--- src/sv/vmr_ram.sv ---
// Generic single-write, single-read RAM with registered read data.
module vmr_ram #(
    parameter int WIDTH = 34,
    parameter int DEPTH = 100,
    localparam int ADDR_W = $clog2(DEPTH)
) (
    input  logic              i_clk,
    input  logic              i_we,
    input  logic [ADDR_W-1:0] i_waddr,
    input  logic [WIDTH-1:0]  i_wdata,
    input  logic              i_re,
    input  logic [ADDR_W-1:0] i_raddr,
    output logic [WIDTH-1:0]  o_rdata
);

    logic [WIDTH-1:0] r_mem [DEPTH];
    logic [WIDTH-1:0] r_rdata;

    always_ff @(posedge i_clk) begin
        if (i_we) begin
            r_mem[i_waddr] <= i_wdata;
        end
        if (i_re) begin
            r_rdata <= r_mem[i_raddr];
        end
    end

    assign o_rdata = r_rdata;

endmodule

--- config.mk ---
export PLATFORM = sky130hd
export DESIGN_NAME = vmr_ram
export DESIGN_NICKNAME = d
export VERILOG_FILES = /design/src/sv/vmr_ram.sv
export SDC_FILE = /design/constraint.sdc
export NUM_CORES = 2
export LEC_CHECK = 0
export BUFFER_PORTS_ARGS = -buffer_cell sky130_fd_sc_hd__buf_2
export CORE_MARGIN = 4
export CORE_UTILIZATION = 60
export CTS_CLUSTER_SIZE = 10
export DETAILED_ROUTE_END_ITERATION = 10
export HOLD_SLACK_MARGIN = 0.15
export PLACE_DENSITY = 0.76
export SYNTH_ARGS = -nofsm -noshare
export SYNTH_HDL_FRONTEND = slang
export SYNTH_SLANG_ARGS = --single-unit
--- constraint.sdc ---
create_clock -name i_clk -period 7.7 [get_ports i_clk]
set_input_delay 1.54 -clock i_clk [delete_from_list [all_inputs] [get_ports i_clk]]
set_output_delay 1.54 -clock i_clk [all_outputs]
set_load 0.01 [all_outputs]
==> results.txt <==
FF-to-FF setup slack: 4.71 ns
Worst-case clock buffer depth: 4
Hold Path Class: in -> reg
Routed vias: 68030
Minimum clock period: 4.916 ns
Status: complete, no violations
DR iter-0 viols: 11980
Startpoint type of the worst setup path: primary input
Setup TNS: 0 ns
Row count: 171
Number of remaining DRC errors: 0
Pwr dens: 262.8 nW/um2
Synth area leader: edfxtp_1
Antenna Nets Post-Route: 0
CP Data Arrival Time: 5.55 ns
Global Route met3 Usage: 8.826%
Final hold violation count: 0
Routability cong.: 0.8602
CP Max Fanout: 96
Slew headroom: 3.077%
Crit-path cells: buf_12 -> buf_4 -> buf_4 -> mux4_2 -> a22oi_1 -> a21oi_1 -> nor2_1 -> o311ai_0
Starting density of the core: 60.29%
Clk_skew: 0.04856 ns
Crit path depth: 8
Die area: 225700 um2
FF-to-FF path depth: 5
Met2 usage: 49.54%
NumNets Final: 6205
Top Usage Layer GRT: met2
Critical path endpoint category: flip-flop
Buf+Inv Stages, Crit Path: 3
Post-Syn Area per Cell: 22.68 um2
Root Buffer: clkbuf_16
Post-CTS setup buffer count: 0
Hold_buf cts: 0
Post-Route Utilization: 67.21%
Syn. warnings: 0
Synthesis-stage register bit count: 3434
Crit-path leading delay family: buffers and inverters
Max VDD drop: 0.2790 mV
Grt total ovfl: 0
Share of cells above drive strength 1: 26.78%
Fin cells: 9050
First-pass GRT wire length: 518100 um
Htree depth: 5
Post-Synthesis Cell Area: 130900 um2
Sequential area share after synthesis: 78.76%
Syn nets: 5824
Ys async rst share: 0%
Placed Cells: 8612
IO Count: 85
Fmax: 0.2034 GHz
Unrepaired setup endpoints after global routing: false
Vias per cell: 7.517
Ranking of synthesized cells by area: edfxtp_1 (79%), mux4_2 (14%), mux2i_1 (1.6%)
Detailed Place HPWL: 197400 um
Die width: 475.1 um
Routed wire length per instance: 40.76 um
Post-Synthesis Cells: 5773
Max Cap Viol: 0
CP max stage cell: nor2_1
Worst hold margin: 0.7603 ns
Tcrit/Tclk final: 63.85%
Pre-antenna DRT Iters: 8
Synth top area share: 78.76%
Max-slew violation count: 0
CTS tree: built
Clock sink total: 3434
GRT Total Usage: 33.04%
Post-synth top flop: edfxtp_1
Reg clk slew, reported paths: 0.05 ns
Leakage power: 45.42 nW
Vias in the first global route: 67540
Grt met1 use: 45.45%
Final setup fails: 0
Worst path required time: 8.33 ns
Slowest stage delay, CP: 0.78 ns
Worst skew pair latency: 0.98 ns
Die height: 475.1 um
Area grow syn2layout: 11.48%
CTS buffer count: 394
# resized after CTS: 0
Initial antenna violation count: 21
Post-Route WL: 368900 um
Critical path class: in -> reg
Worst Tran Pin Value: 1.448 ns
Most Frequent Cell on Critical Path: buf_4
Hold path cells: 1
Core box area: 217200 um2
Distinct cells, synth: 59
Number of flops mapped to enable cells by yosys: 3434
Port bufs: 84
Largest net degree at the start of global routing: 101
-- sequential cells by signal, indices dropped and copies added (netlist names) --
name,flops
r_mem,3400
o_rdata,34
-- worst paths after layout --
check,start,to
max,i_raddr[0],o_rdata[10]
min,i_wdata[26],r_mem[46][26]
min reg2reg,r_mem[99][5],o_rdata[5]
max reg2reg,r_mem[76][30],o_rdata[30]
-- final cells by class --
type                       count  area (um2)
timing repair buffer         303        2268
clock inverter                11       143.9
tap                         2854        3571
sequential                  3434      103100
inverter                       5       23.77
clock buffer                 408       10040
fill                       12700       71220
antenna                       19       47.55
multi-input combinational   2016       26730
-- cell usage after synthesis, drive strengths merged (5+ instances only) --
master / number
nand2: 148
a31oi: 12
nand4: 7
or2: 5
mux2: 27
a21oi: 91
o22ai: 46
inv: 5
nor2: 177
o2111a: 5
a211oi: 16
a221o: 6
buf: 202
nand3: 30
a22o: 5
and2: 8
a22oi: 122
clkbuf: 116
o31ai: 5
o221ai: 26
a41o: 9
o21ai: 96
a2111oi: 19
nor4: 6
o211ai: 7
or4: 5
nand2b: 14
o311ai: 10
a221oi: 37
mux2i: 212
edfxtp: 3434
mux4: 795
nor2b: 25
nor3: 16
-- placed cells by master (no fill, tap or decap), types with 7 or more instances in the layout --
cell type / count
a41o_1: 9
nand4_1: 7
a21oi_1: 91
o221ai_1: 26
o21ai_0: 84
o211ai_1: 7
diode_2: 19
o21ai_1: 12
a221oi_1: 37
nand3_1: 30
a31oi_1: 12
buf_2: 50
nand2_1: 147
buf_12: 8
nor2_4: 98
clkbuf_16: 400
mux4_2: 795
clkbuf_1: 8
nand2b_1: 14
o311ai_0: 9
buf_4: 242
nor2_1: 76
mux2_2: 27
nor2b_1: 22
nor3_1: 13
edfxtp_1: 3434
mux2i_1: 212
a2111oi_0: 19
o22ai_1: 46
a22oi_1: 122
a211oi_1: 15
-- report_power, final --
group	leakage, nW	internal (mW)	switching, mW
clock network	5.00	9.12	6.69
registers	30.9	20.7	0.0503
logic	9.51	0.595	1.21
-- stage by stage --
stage / worst slack [ns] / cell area [um2] / power [mW]
6_report: 2.784 / 145900 / 38.35
5_1_grt: 2.678 / 145900 / 39.29
4_1_cts: 2.867 / 145900 / 38.41
3_5_place_dp: 1.850 / 135700 / 22.88
3_3_place_gp: 1.869 / 135700 / 22.83
2_1_floorplan: 2.715 / 130900 / 22.04
-- routing by layer --
layer,vias up,share of wire (%)
met4,14,6.0
met5,-,0.027
met3,1057,14
met2,6384,47
li1,25160,-
met1,35410,33
-- worst register-to-register path: cells and delay by family (launching register included) --
family,cells,cell delay [ns]
AOI/OAI and AO/OA,3,1.26
DFF,1,0.38
muxes,1,0.49
and+or+nand+nor,1,0.59
-- logic make-up after synthesis --
kind of cell	after synthesis	share of synthesized area (%)
multiplexers	1034	15.53
AND/OR/NAND/NOR	448	1.487
AO/OA/AOI/OAI	534	2.810
flip-flops	3434	78.76
buffers and inverters	323	1.411
(Power assumes the default switching activity.)
