<file path="src/sv/vmr_pkg.sv">
// Shared types, widths and constants for the vibration moving RMS block.
package vmr_pkg;

    localparam int ACC_W      = 16;     // raw sample width
    localparam int Q_SH       = 16;     // Q16 fraction bits of gravity
    localparam int G_W        = 34;     // gravity register width
    localparam int DYN_W      = 17;     // dynamic part, whole counts
    localparam int SQ_W       = 34;     // sum of three squares
    localparam int NUM_AXES   = 3;
    localparam int AXIS_W     = 2;

    localparam int ALPHA_W    = 16;
    localparam int INTV_W     = 8;
    localparam int CFG_IDX_W  = 1;
    localparam int CFG_DATA_W = 16;

    localparam int MUL_A_W    = ALPHA_W + 2;
    localparam int MUL_B_W    = G_W + 1;
    localparam int MUL_P_W    = MUL_A_W + MUL_B_W;

    localparam int RMS_W      = 25;
    localparam int FCNT_W     = 7;

    localparam logic [ALPHA_W-1:0] ALPHA_RESET = 16'd62915;
    localparam logic [INTV_W-1:0]  INTV_RESET  = 8'd10;
    localparam logic [ALPHA_W:0]   ONE_Q16     = 17'h1_0000;

    typedef enum logic [CFG_IDX_W-1:0] {
        CFG_ALPHA    = 1'b0,
        CFG_INTERVAL = 1'b1
    } t_cfg_idx;

    typedef struct packed {
        logic signed [ACC_W-1:0] accel_x;
        logic signed [ACC_W-1:0] accel_y;
        logic signed [ACC_W-1:0] accel_z;
    } t_in_item;

    typedef struct packed {
        logic [RMS_W-1:0]  rms_q8;
        logic [FCNT_W-1:0] fill_count;
    } t_out_item;

    typedef enum logic [3:0] {
        ST_IDLE,
        ST_GRAV_MUL,
        ST_GRAV_ADD,
        ST_GRAV_UPD,
        ST_DYN_SQ,
        ST_SQ_ACC,
        ST_RING,
        ST_DIV_START,
        ST_DIV_WAIT,
        ST_RESULT
    } t_state;

    typedef enum logic [1:0] {
        DS_IDLE,
        DS_DIV,
        DS_SQRT
    } t_ds_phase;

endpackage

</file>
<file path="src/sv/vmr_mul.sv">
// Shared signed multiplier with registered product.
module vmr_mul (
    input  logic                                i_clk,
    input  logic signed [vmr_pkg::MUL_A_W-1:0]  i_a,
    input  logic signed [vmr_pkg::MUL_B_W-1:0]  i_b,
    output logic signed [vmr_pkg::MUL_P_W-1:0]  o_prod
);

    logic signed [vmr_pkg::MUL_P_W-1:0] r_prod;

    always_ff @(posedge i_clk) begin
        r_prod <= i_a * i_b;
    end

    assign o_prod = r_prod;

endmodule

</file>
<file path="config.mk">
export PLATFORM = sky130hd
export DESIGN_NAME = vmr_mul
export DESIGN_NICKNAME = d
export VERILOG_FILES = /design/src/sv/vmr_pkg.sv /design/src/sv/vmr_mul.sv
export SDC_FILE = /design/constraint.sdc
export NUM_CORES = 2
export LEC_CHECK = 0
export BUFFER_PORTS_ARGS = -buffer_cell sky130_fd_sc_hd__buf_2
export CAP_MARGIN = 20
export CELL_PAD_IN_SITES_DETAIL_PLACEMENT = 0
export CELL_PAD_IN_SITES_GLOBAL_PLACEMENT = 1
export CORE_UTILIZATION = 46
export CTS_BUF_LIST = sky130_fd_sc_hd__clkbuf_2 sky130_fd_sc_hd__clkbuf_4 sky130_fd_sc_hd__clkbuf_8
export DETAILED_ROUTE_END_ITERATION = 7
export PLACE_DENSITY_LB_ADDON = 0.15
export RECOVER_POWER = 50
export REMOVE_ABC_BUFFERS = 1
export SYNTH_ARGS = -nofsm -noshare
export SYNTH_HDL_FRONTEND = slang
export SYNTH_SLANG_ARGS = --single-unit
</file>
<file path="constraint.sdc">
create_clock -name i_clk -period 7.35 [get_ports i_clk]
set_clock_uncertainty 0.2 [all_clocks]
set_input_delay 0.735 -clock i_clk [delete_from_list [all_inputs] [get_ports i_clk]]
set_output_delay 0.735 -clock i_clk [all_outputs]
set_load 0.01 [all_outputs]
</file>
==> metrics <==
# hold bufs at CTS=0; Pre-antenna DRT Iters=7; remaining global-route overflow=0; vias in the first global route=18660; number of buffers between clock root and the deepest sink=2; hold path depth=3; Syn-to-layout area delta=8.991%; Die Outline Area=49530 um2; transition at the pin with the smallest max-transition slack=516.6 ps; Yosys warning count=0; detailed-route wire length=60190 um; count of fill cells added during filler insertion=4623; top library cells by usage in the layout, fill and taps aside=sky130_fd_sc_hd__inv_1 (640), sky130_fd_sc_hd__fa_1 (601), sky130_fd_sc_hd__nand2_1 (372); global-route wire length before repair=99680 um; Clock transition at path regs=140 ps; number of flip-flops under the largest register name=53; final cell utilization of the core=0.5098; top-level port count=107; Avg Cell Area, Syn=9.134 um2; final setup violation count=0; count of antenna-violating nets left after detailed routing=0; Yosys reg bits=53; maximum clock rate=142.8 MHz; unrepaired setup endpoints after global routing=false; number of synthesized flops with an enable pin=0; minimum clock period after layout=7003 ps; reported max-cap violation count=0; synth unique cells=49; cell row count=80; area of the multi-input gates=18460 um2; CTS-repair resized insts=0; via total after detailed routing=16080; Critical Path Source Type=primary input; starting DRC count in detailed routing=603; final routed wire length divided by cell count=18.83 um; most common cell after layout, fill and taps aside=sky130_fd_sc_hd__inv_1; y dimension of the die=222.6 um; drt via density=5.028; dpl hpwl=52590 um; total number of clock tree sinks=53; Num CTS Buffers=5; detailed-route DRC error count=0; CP max FO=17; RD Place Congestion=0.8912; root buffer cell=sky130_fd_sc_hd__clkbuf_8; sequential share of the synthesized area=0.04741; type of element capturing the critical path=flip-flop; Hold Crit Class=primary input to flip-flop; Max Slew Vio Count=0; final critical-path share of the clock period=0.9528; Gate Count Post-Synth=2450; DIE WIDTH=222.6 um; post-synthesis async set-or-reset flop share=0; number of diodes=0; signal arrival time at the worst endpoint=7150 ps; Final nets=3363; fraction of final layout cells with drive strength greater than 1=0.08056; post-CTS setup-driven buffer insertion count=0; CTS tree=yes; starting utilization of the core area=0.4677; Sequential cell area=1061 um2; worst path required time=7500 ps; number of antenna violations at the first check in global routing=0; Port Buffers=106; depth of the CTS H-tree=2; core region area=47850 um2; combined area of all synthesized cells=22380 um2; largest net degree at the start of global routing=22; outcome=complete, no violations; Total GRT Usage=0.2630; Hold WS=674.5 ps; hold violation count in the final report=0; path type of the worst setup path=primary input to flip-flop; slew margin rel.=0.6556; dominant register cell in the synthesized netlist=sky130_fd_sc_hd__dfxtp_1
critical path: stages:
cell                       delay [ps]
sky130_fd_sc_hd__buf_2            370
sky130_fd_sc_hd__nand2_1          150
sky130_fd_sc_hd__fa_1             580
sky130_fd_sc_hd__fa_1             520
sky130_fd_sc_hd__fa_1             510
sky130_fd_sc_hd__inv_1             50
sky130_fd_sc_hd__fa_1             490
sky130_fd_sc_hd__fa_1             490
sky130_fd_sc_hd__inv_1             50
sky130_fd_sc_hd__fa_1             470
sky130_fd_sc_hd__inv_1             50
sky130_fd_sc_hd__ha_1             350
sky130_fd_sc_hd__buf_4            140
sky130_fd_sc_hd__nand4_1          190
sky130_fd_sc_hd__o211ai_1         350
sky130_fd_sc_hd__a31oi_1          130
sky130_fd_sc_hd__o41a_1           140
sky130_fd_sc_hd__o31a_1           400
sky130_fd_sc_hd__o31a_1           410
sky130_fd_sc_hd__o41ai_2          380
sky130_fd_sc_hd__xor2_1           170
logic make-up (layout without fill, tap and decap cells):
family,count (synthesis),in the layout,synth area share
AO/OA/AOI/OAI,146,146,0.04367
AND/OR/NAND/NOR,707,707,0.1511
buffers and inverters,761,893,0.1276
adder cells (fa/ha/maj),728,728,0.6087
flip-flops,53,53,0.04741
XOR/XNOR,55,55,0.02153
per-stage QoR:
step / setup TNS, ps / area, um2 / std cells / setup WS, ps
2_1_floorplan: 0 / 21930 / 2330 / 622.5
3_5_place_dp: -261.0 / 24360 / 3189 / -115.4
6_report: 0 / 24390 / 3197 / 346.9
3_3_place_gp: -83.76 / 24360 / 3189 / -75.12
5_1_grt: 0 / 24390 / 3197 / 64.28
4_1_cts: 0 / 24450 / 3197 / 327.5
final timing paths:
path | slack, ps | to | start
max | 350 | o_prod[50] | i_a[3]
min | 670 | o_prod[0] | i_b[0]
final cells by class:
| type | instances | share of cell area |
|---|---|---|
| sequential | 53 | 0.04350 |
| timing repair buffer | 244 | 0.06572 |
| clock inverter | 2 | 0.0005643 |
| inverter | 641 | 0.09865 |
| multi-input combinational | 1636 | 0.7569 |
| clock buffer | 6 | 0.003129 |
| tap | 615 | 0.03155 |
cells in the mapped netlist (3+ instances only):
cell / instances / area (um2)
sky130_fd_sc_hd__inv_1: 640 / 2402
sky130_fd_sc_hd__nand2_1: 372 / 1396
sky130_fd_sc_hd__xor2_1: 16 / 140.1
sky130_fd_sc_hd__dfxtp_1: 53 / 1061
sky130_fd_sc_hd__and3_1: 4 / 25.02
sky130_fd_sc_hd__xnor2_1: 39 / 341.6
sky130_fd_sc_hd__nand3_1: 5 / 25.02
sky130_fd_sc_hd__nand2b_1: 10 / 62.56
sky130_fd_sc_hd__a211oi_1: 5 / 37.54
sky130_fd_sc_hd__ha_1: 127 / 1589
sky130_fd_sc_hd__o21ai_1: 3 / 15.01
sky130_fd_sc_hd__o31a_1: 3 / 26.28
sky130_fd_sc_hd__clkbuf_1: 118 / 442.9
sky130_fd_sc_hd__fa_1: 601 / 12030
sky130_fd_sc_hd__a21oi_1: 39 / 195.2
sky130_fd_sc_hd__a31oi_1: 7 / 43.79
sky130_fd_sc_hd__a21o_1: 37 / 277.8
sky130_fd_sc_hd__nor2b_1: 3 / 18.77
sky130_fd_sc_hd__nor2_1: 43 / 161.4
sky130_fd_sc_hd__o21a_1: 5 / 37.54
sky130_fd_sc_hd__o21bai_1: 5 / 37.54
sky130_fd_sc_hd__nor3_1: 6 / 30.03
sky130_fd_sc_hd__and2_1: 249 / 1558
sky130_fd_sc_hd__o21ai_0: 19 / 95.09
sky130_fd_sc_hd__nand4_1: 10 / 62.56
metal layers:
metal,global-route usage,vias up,routed length (um)
met3,0.02473,109,2005
met5,0,-,0
met4,0.1008,0,2396
li1,-,7240,-
met2,0.4846,320,32020
met1,0.3158,8407,23780
Power is not shown: default switching activity piles up to over one toggle a cycle in this logic, so the estimate is an artifact.
