===== src/sv/vmr_pkg.sv =====
// Shared types, widths and constants for the vibration moving RMS block.
package vmr_pkg;

    localparam int ACC_W      = 16;     // raw sample width
    localparam int Q_SH       = 16;     // Q16 fraction bits of gravity
    localparam int G_W        = 34;     // gravity register width
    localparam int DYN_W      = 17;     // dynamic part, whole counts
    localparam int SQ_W       = 34;     // sum of three squares
    localparam int NUM_AXES   = 3;
    localparam int AXIS_W     = 2;

    localparam int ALPHA_W    = 16;
    localparam int INTV_W     = 8;
    localparam int CFG_IDX_W  = 1;
    localparam int CFG_DATA_W = 16;

    localparam int MUL_A_W    = ALPHA_W + 2;
    localparam int MUL_B_W    = G_W + 1;
    localparam int MUL_P_W    = MUL_A_W + MUL_B_W;

    localparam int RMS_W      = 25;
    localparam int FCNT_W     = 7;

    localparam logic [ALPHA_W-1:0] ALPHA_RESET = 16'd62915;
    localparam logic [INTV_W-1:0]  INTV_RESET  = 8'd10;
    localparam logic [ALPHA_W:0]   ONE_Q16     = 17'h1_0000;

    typedef enum logic [CFG_IDX_W-1:0] {
        CFG_ALPHA    = 1'b0,
        CFG_INTERVAL = 1'b1
    } t_cfg_idx;

    typedef struct packed {
        logic signed [ACC_W-1:0] accel_x;
        logic signed [ACC_W-1:0] accel_y;
        logic signed [ACC_W-1:0] accel_z;
    } t_in_item;

    typedef struct packed {
        logic [RMS_W-1:0]  rms_q8;
        logic [FCNT_W-1:0] fill_count;
    } t_out_item;

    typedef enum logic [3:0] {
        ST_IDLE,
        ST_GRAV_MUL,
        ST_GRAV_ADD,
        ST_GRAV_UPD,
        ST_DYN_SQ,
        ST_SQ_ACC,
        ST_RING,
        ST_DIV_START,
        ST_DIV_WAIT,
        ST_RESULT
    } t_state;

    typedef enum logic [1:0] {
        DS_IDLE,
        DS_DIV,
        DS_SQRT
    } t_ds_phase;

endpackage


===== src/sv/vmr_divsqrt.sv =====
// Bit-serial divider followed by bit-serial square root on one shared subtractor.
module vmr_divsqrt #(
    parameter int NUM_W = 57,
    parameter int DEN_W = 7,
    localparam int ROOT_W = (NUM_W + 1) / 2
) (
    input  logic              i_clk,
    input  logic              i_rst_n,
    input  logic              i_start,
    input  logic [NUM_W-1:0]  i_num,
    input  logic [DEN_W-1:0]  i_den,
    output logic              o_done,
    output logic [ROOT_W-1:0] o_root
);

    localparam int PAD_W = 2 * ROOT_W;
    localparam int SUB_W = (ROOT_W + 2 > DEN_W + 1) ? ROOT_W + 2 : DEN_W + 1;
    localparam int CNT_W = $clog2(NUM_W);

    vmr_pkg::t_ds_phase r_phase;
    logic [CNT_W-1:0]   r_cnt;
    logic [PAD_W-1:0]   r_work;     // dividend/quotient, then radicand
    logic [SUB_W-1:0]   r_rem;
    logic [ROOT_W-1:0]  r_root;
    logic [DEN_W-1:0]   r_den;
    logic               r_done;

    logic [SUB_W-1:0]   w_op_a;
    logic [SUB_W-1:0]   w_op_b;
    logic [SUB_W:0]     w_diff;
    logic               w_ge;

    // one compare/subtract serves both phases
    always_comb begin
        if (r_phase == vmr_pkg::DS_SQRT) begin
            w_op_a = {r_rem[SUB_W-3:0], r_work[PAD_W-1 -: 2]};
            w_op_b = SUB_W'({r_root, 2'b01});
        end else begin
            w_op_a = SUB_W'({r_rem[DEN_W-1:0], r_work[NUM_W-1]});
            w_op_b = SUB_W'(r_den);
        end
    end

    assign w_diff = {1'b0, w_op_a} - {1'b0, w_op_b};
    assign w_ge   = ~w_diff[SUB_W];

    always_ff @(posedge i_clk) begin
        if (!i_rst_n) begin
            r_phase <= vmr_pkg::DS_IDLE;
            r_done  <= 1'b0;
        end else begin
            // done is registered and rises in the cycle after the last root step
            r_done <= (r_phase == vmr_pkg::DS_SQRT) && (r_cnt == '0);
            case (r_phase)
                vmr_pkg::DS_IDLE: begin
                    if (i_start) begin
                        r_phase <= vmr_pkg::DS_DIV;
                        r_cnt   <= CNT_W'(NUM_W - 1);
                        r_work  <= PAD_W'(i_num);
                        r_rem   <= '0;
                        r_den   <= i_den;
                    end
                end
                vmr_pkg::DS_DIV: begin
                    r_work <= PAD_W'({r_work[NUM_W-2:0], w_ge});
                    if (r_cnt == '0) begin
                        r_phase <= vmr_pkg::DS_SQRT;
                        r_cnt   <= CNT_W'(ROOT_W - 1);
                        r_rem   <= '0;
                        r_root  <= '0;
                    end else begin
                        r_rem <= w_ge ? w_diff[SUB_W-1:0] : w_op_a;
                        r_cnt <= r_cnt - CNT_W'(1);
                    end
                end
                vmr_pkg::DS_SQRT: begin
                    r_work <= r_work << 2;
                    r_rem  <= w_ge ? w_diff[SUB_W-1:0] : w_op_a;
                    r_root <= {r_root[ROOT_W-2:0], w_ge};
                    if (r_cnt == '0) begin
                        r_phase <= vmr_pkg::DS_IDLE;
                    end else begin
                        r_cnt <= r_cnt - CNT_W'(1);
                    end
                end
                default: begin
                    r_phase <= vmr_pkg::DS_IDLE;
                end
            endcase
        end
    end

    assign o_done = r_done;
    assign o_root = r_root;

endmodule


===== config.mk =====
export PLATFORM = sky130hd
export DESIGN_NAME = vmr_divsqrt
export DESIGN_NICKNAME = d
export VERILOG_FILES = /design/src/sv/vmr_pkg.sv /design/src/sv/vmr_divsqrt.sv
export SDC_FILE = /design/constraint.sdc
export NUM_CORES = 1
export LEC_CHECK = 0
export ABC_AREA = 1
export BUFFER_PORTS_ARGS = -buffer_cell sky130_fd_sc_hd__clkbuf_2
export CAP_MARGIN = 25
export CORE_MARGIN = 10
export CORE_UTILIZATION = 54
export DETAILED_ROUTE_END_ITERATION = 10
export PLACE_DENSITY = 0.75
export SLEW_MARGIN = 30
export SYNTH_ARGS = -nofsm -noshare
export SYNTH_HDL_FRONTEND = slang
export SYNTH_SLANG_ARGS = --single-unit

===== constraint.sdc =====
create_clock -name i_clk -period 8.7 [get_ports i_clk]
set_input_delay 0.87 -clock i_clk [delete_from_list [all_inputs] [get_ports i_clk]]
set_output_delay 0.87 -clock i_clk [all_outputs]
set_load 0.02 [all_outputs]

==> results of run 1 <==
-- cell families (layout without fill, tap and decap cells) --
logic type / after synthesis / after routing / share of synthesized area (%)
AND/OR/NAND/NOR: 427 / 427 / 21.07
buffers and inverters: 232 / 331 / 11.18
multiplexers: 1 / 1 / 0.1201
adder cells (fa/ha/maj): 36 / 36 / 5.492
XOR/XNOR: 16 / 16 / 1.681
AO/OA/AOI/OAI: 168 / 168 / 13.28
flip-flops: 132 / 132 / 47.18
-- synthesized netlist by cell type (all sizes together) --
master / count
inv: 197
nand4: 2
a21oi: 37
o211ai: 3
and3: 1
clkinv: 1
nor3: 11
nand3b: 4
o21bai: 8
a21boi: 3
a21o: 1
nand3: 29
nand2: 280
edfxtp: 129
o2111ai: 1
or2: 1
o21ai: 52
mux2i: 1
a31oi: 6
ha: 35
o22ai: 1
buf: 15
nor4: 1
xnor2: 8
nor2: 98
dfxtp: 3
xor2: 8
clkbuf: 19
o21a: 1
o221ai: 55
fa: 1
-- where the power goes --
part	switching (uW)	leakage [uW]	internal (uW)
sequential	19.0	0.00126	769
combinational	195	0.00340	92.6
clock	295	0.000273	425
-- metal layers --
metal  wire length (um)  vias up
met5                  0        -
met4                343        0
met3               1569       29
met2               9102      215
met1               9229     3177
li1                   -     3524
-- worst max-delay path: cells and delay by family (launching register included) --
family,cells,cell delay (ns)
buffers and inverters,2,0.32
AO/OA/AOI/OAI,1,0.18
adder cells (fa/ha/maj),2,0.92
flip-flops,1,0.33
AND/OR/NAND/NOR,8,1.45
-- through the flow --
step | utilization, % | total power [uW] | hold slack (ns)
after CTS | 62.78 | 1797 | 0.5634
after floorplan | - | 1012 | 0.5129
final | 62.87 | 1795 | 0.5636
after detailed placement | 58.93 | 1084 | 0.5506
after global placement | 58.93 | 1079 | 0.5374
after global routing | 62.87 | 1875 | 0.5763
-- final timing paths --
path,from,end,slack [ns],depth (start not counted)
max,r_phase[0],r_rem[5],5.22,13
min,o_root[19],o_root[20],0.56,2
max reg2reg,r_phase[0],r_rem[5],5.22,13
min reg2reg,o_root[19],o_root[20],0.56,2
-- cell type report --
type | instances | area (um2)
Fill cell | 1353 | 5623
Sequential cell | 132 | 3934
Multi-Input combinational cell | 648 | 3505
Inverter | 198 | 748.2
Timing Repair Buffer | 101 | 518.0
Clock buffer | 18 | 429.2
Tap cell | 188 | 235.2
Clock inverter | 14 | 153.9
-- flip-flops by register name, indices dropped and copies added, names as in the netlist --
name	flops
o_done	1
o_root	29
r_cnt	6
r_den	7
r_phase	2
r_rem	29
r_work	58
-- cells in the final DEF (no fill, tap or decap), types with 9 or more instances in the layout --
| master | netlist | final |
|---|---|---|
| nand2_2 | 11 | 11 |
| nand2_1 | 267 | 266 |
| a21oi_1 | 37 | 37 |
| o21ai_1 | 27 | 27 |
| o21ai_0 | 23 | 23 |
| edfxtp_1 | 129 | 129 |
| o221ai_1 | 55 | 55 |
| clkbuf_2 | 0 | 96 |
| nand3_1 | 27 | 27 |
| ha_1 | 35 | 34 |
| clkbuf_16 | 0 | 17 |
| nor3_1 | 10 | 9 |
| inv_1 | 194 | 194 |
| nor2_1 | 96 | 95 |
==> flow_summary.yaml, run 1 <==
sta:
  setup_viol: 0
  fmax_mhz: 287.7
  relSlewSlack_pct: 40.00
  finalHoldViolCount: 0
  finalMaxSlewViolations: 0
  fin_crit_sh_pct: 39.95
  fin_ws_ns: 5.224
  tightest_slew_ns: 0.8990
  grt_setup_unrepaired: "false"
  fin_skew_ns: 0.007496
  finalSetupTns_ns: 0
  fin_crit_ns: 3.476
detailed_routing:
  vias: 6945
  drc: 0
  antenna_left: 0
  wl_um: 20240
  first_pass_iters: 6
  wl_per_cell_um: 15.58
  via_per_inst: 5.346
  first_iter_violations: 520
worst_setup_path:
  worstPathMaxFanout: 49
  crit_path_end_kind: "flop"
  cp_common_cell: "nand2_1"
  critical_path_class: "reg -> reg"
  cp_slowest_stage_delay_ns: 0.54
  worstPathRequired_ns: 8.89
  arrival_ns: 3.66
  critPathSlowestCell: "ha_4"
  crit_chain: "inv_1 -> ha_4 -> nand2_1 -> ha_1 -> nand2_1 -> nor3_1 -> nand2_1 -> nor3_1 -> nand2_4 -> nand2_8 -> inv_6 -> a21oi_1 -> nor2_1"
  startpoint_type: "flop"
job:
  drv_cap: 0
placed_design:
  io_buffers: 96
  place_ws_ns: 4.904
  dpl.hpwl_um: 14550
  placed_area_mm2: 0.008925
  place_congestion: 0.9604
  dp_cells: 1267
clock_tree:
  clk_pin_slew_ns: 0.06
  cts_buffers: 17
  htreeDepth: 4
  cts_tree: "built"
  clk_latency_ns: 0.43
  cts_setup_buffers: 0
  cts.path.max_buffers: 2
  holdBufCountCts: 0
  cts.repair.resized: 0
  root_buffer: "clkbuf_16"
  clock-sinks: 132
floorplan:
  die_y_um: 144.3
  dieWidth_um: 144.3
  core_area_mm2: 0.01515
  start_util_pct: 55.05
  io_pins: 97
  die_area_mm2: 0.02081
  num_rows: 45
hold_path:
  holdCritPathClass: "reg -> reg"
logic_synthesis:
  ys_types: 44
  synth_top_area_share_pct: 46.46
  netlist_instances: 1012
  ys_ff_latch: 132
  yosys_warnings: 0
  synthesis.nets: 1115
  syn_avg_cell_area_um2: 8.239
  seq_area_frac_synth_pct: 47.18
  synth.largest_area_cell: "edfxtp_1"
  synth_top_cells_by_area: "edfxtp_1, nand2_1, inv_1"
  synth_area_mm2: 0.008338
finish:
  num_antenna_cells: 0
  nets: 1201
  fin_cells: 1299
  final_design_area_no_fill_mm2: 0.009523
  area_delta_synth_final_pct: 14.21
  layout-drive-gt1-share_pct: 14.31
global_routing:
  grt_pass1_wl_um: 33880
  grt_max_degree: 72
  grt_usage_pct: 20.34
  use_met3_pct: 5.674
  top_usage_layer: "met2"
  grt.overflow.total: 0
  use_met2_pct: 31.77
  antenna_found_initial: 0
  grt_pass1_vias: 6881
  grtUsageMet1_pct: 26.75
status:
  outcome: "complete, no violations"
pwr:
  p_leak_uw: 0.004940
  powerDensity_mw_per_mm2: 188.5
  max-vdd-ir-drop_mv: 0.1377
(Power assumes the default switching activity.)
==> run 2, diff against run 1 <==
- ABC_AREA: 1 -> 0
- clock period: 8.7 -> 3.4 ns (I/O delays scaled with it)
==> flow_summary.yaml, run 2 <==
worst_setup_path:
  timing.rr.start: "r_phase[0]"
  critical_path_class: "reg -> reg"
  crit_end: "r_rem[26]"
  cp_slowest_stage_delay_ns: 0.39
  crit_chain: "inv_4 -> ha_4 -> buf_6 -> mux2_4 -> inv_2 -> fa_2 -> nand2b_4 -> a31oi_4 -> o2111a_2 -> o221a_4 -> a2111o_1 -> nand3_1 -> o211ai_1 -> mux2i_1 -> a311o_1"
  rrSetupSlack_ns: -0.06
  arrival_ns: 3.64
  worstPathMaxFanout: 7
  reg2reg_depth: 15
  cp.buffers_inverters: 3
  rr_endpoint: "r_rem[26]"
  worstPathRequired_ns: 3.58
  worst-path-stages: 15
  startpoint_type: "flop"
  startpoint: "r_phase[0]"
  crit_path_end_kind: "flop"
  critical-path-top-delay-family: "compound AO/OA/AOI/OAI gates"
  critPathSlowestCell: "a2111o_1"
logic_synthesis:
  netlist_instances: 790
  synthesis.nets: 893
  yosys_warnings: 0
  synth.largest_area_cell: "edfxtp_1"
  synth_commonest_cells: "edfxtp_1, nor2_1, a21oi_1, and2_1, a22oi_1"
  ys_ff_latch: 132
  syn_avg_cell_area_um2: 10.12
  ys_types: 64
  seq_area_frac_synth_pct: 49.22
  synth_edf_count: 129
  synth_top_area_share_pct: 48.47
  yosys.cell_count.top_type: "edfxtp_1"
  ys.flop_type: "edfxtp_1"
  synth_area_mm2: 0.007993
  synth_top_cells_by_area: "edfxtp_1, ha_1, a21oi_1"
  synthArstFlopShare_pct: 0
global_routing:
  grt_max_degree: 88
  grt_pass1_vias: 6906
  grt_pass1_wl_um: 33670
  antenna_found_initial: 0
  grt_usage_pct: 20.33
  grt.overflow.total: 0
clock_tree:
  cts_tree: "built"
  clk_pin_slew_ns: 0.06
  clk_latency_ns: 0.43
  cts.path.max_buffers: 2
  cts_buffers: 17
  root_buffer: "clkbuf_16"
  holdBufCountCts: 0
  clock-sinks: 132
  htreeDepth: 4
sta:
  grt_setup_unrepaired: "true"
  relSlewSlack_pct: 42.30
  fin_crit_ns: 3.455
  fin_ws_ns: -0.05522
  setup_viol: 2
  fin_skew_ns: 0.008902
  fin_crit_sh_pct: 101.6
  hold_slack_ns: 0.08352
  finalHoldViolCount: 0
  tightest_slew_ns: 0.8655
  fmax_mhz: 289.4
  finalSetupTns_ns: -0.05588
  finalMaxSlewViolations: 0
status:
  outcome: "finished, violations left"
  violations: "negative setup slack"
floorplan:
  num_rows: 44
  die_y_um: 141.7
  core_area_mm2: 0.01453
  start_util_pct: 54.99
  dieWidth_um: 141.7
  io_pins: 97
  die_area_mm2: 0.02007
finish:
  fillCellCount: 1077
  utilization_pct: 71.40
  num_antenna_cells: 0
  multi_input_area_mm2: 0.004036
  largest-register: "r_work"
  final_common_cell: "edfxtp_1"
  nets: 1079
  final-seq-area_mm2: 0.003939
  largest_register_ffs: 58
  mostFrequentLayoutCells: "edfxtp_1, clkbuf_2, buf_4, nor2_1, a21oi_1"
  layout-drive-gt1-share_pct: 33.37
  area_delta_synth_final_pct: 29.84
pwr:
  powerDensity_mw_per_mm2: 422.7
  p_leak_uw: 0.004185
  max-vdd-ir-drop_mv: 0.3618
placed_design:
  io_buffers: 96
  place_ws_ns: -0.2481
  place_congestion: 0.9267
  dpl.hpwl_um: 14180
hold_path:
  holdCritPathClass: "in -> reg"
  hp-start: "i_den[3]"
detailed_routing:
  wl_per_cell_um: 17.77
  via_per_inst: 5.808
  first_iter_violations: 621
  wl_um: 20840
  drc: 0
  first_pass_iters: 5
  antenna_left: 0
  vias: 6813
job:
  drv_cap: 0
run 2: changes by cell type after synthesis, moves of 7 or more:
cell	change
nand2_1	-220
inv_1	-154
and2_1	+57
a22oi_1	+55
o221ai_1	-54
a21oi_1	+50
o21ai_1	-22
clkbuf_1	+16
nand3_1	-14
a21o_1	+13
xnor2_1	+11
a21oi_2	+8
mux2i_1	+7
run 2: metrics by stage:
step           cells  total power [uW]  cell area [um2]
2_1_floorplan    790              2396             8125
3_3_place_gp    1118              2571             9370
3_5_place_dp    1118              2593             9374
4_1_cts         1167              4374            10180
5_1_grt         1173              4557            10380
6_report        1173              4386            10380
run 2: how the worst min path moves through the flow:
stage	end	depth (start not counted)
final	r_den[3]	1
after CTS	r_den[3]	1
after floorplan	r_den[0]	0
after global placement	r_den[3]	1
after detailed placement	r_den[5]	1
after global routing	r_den[3]	1
run 2: timing repair:
action	4_1_cts	5_1_grt
setup endpoints to repair	28	31
buffers inserted	17	6
gates cloned	0	0
pin swaps	16	15
resized for setup	26	39
run 2: final cells by class:
class,count,share of cell area [%]
Sequential cell,132,37.95
Timing Repair Buffer,212,14.07
Inverter,40,1.495
Multi-Input combinational cell,573,38.90
Clock buffer,18,4.136
Clock inverter,14,1.230
Tap cell,184,2.218
run 2: per-layer routing:
layer  global-route usage (%)  vias up  routed length [um]
met5                        0        -                   0
met4                    8.015        0                 555
met3                    6.275       42                1507
met2                    32.53      245               10060
met1                    25.10     3251                8713
li1                         -     3275                   -
run 2: where the power goes:
part	internal [uW]	switching (uW)	total, uW
Combinational	310	378	688
Clock	1010	732	1740
Sequential	1910	46.8	1960
Total	3230	1160	4390
run 2: kinds of logic (layout without fill, tap and decap cells):
kind of cell,Yosys count,in the layout,synth area share (%)
AND/OR/NAND/NOR,252,252,15.37
flip-flops,132,132,49.22
AO/OA/AOI/OAI,241,241,20.12
adder cells (fa/ha/maj),36,36,5.730
multiplexers,14,14,1.941
XOR/XNOR,30,30,3.287
buffers and inverters,85,284,4.336
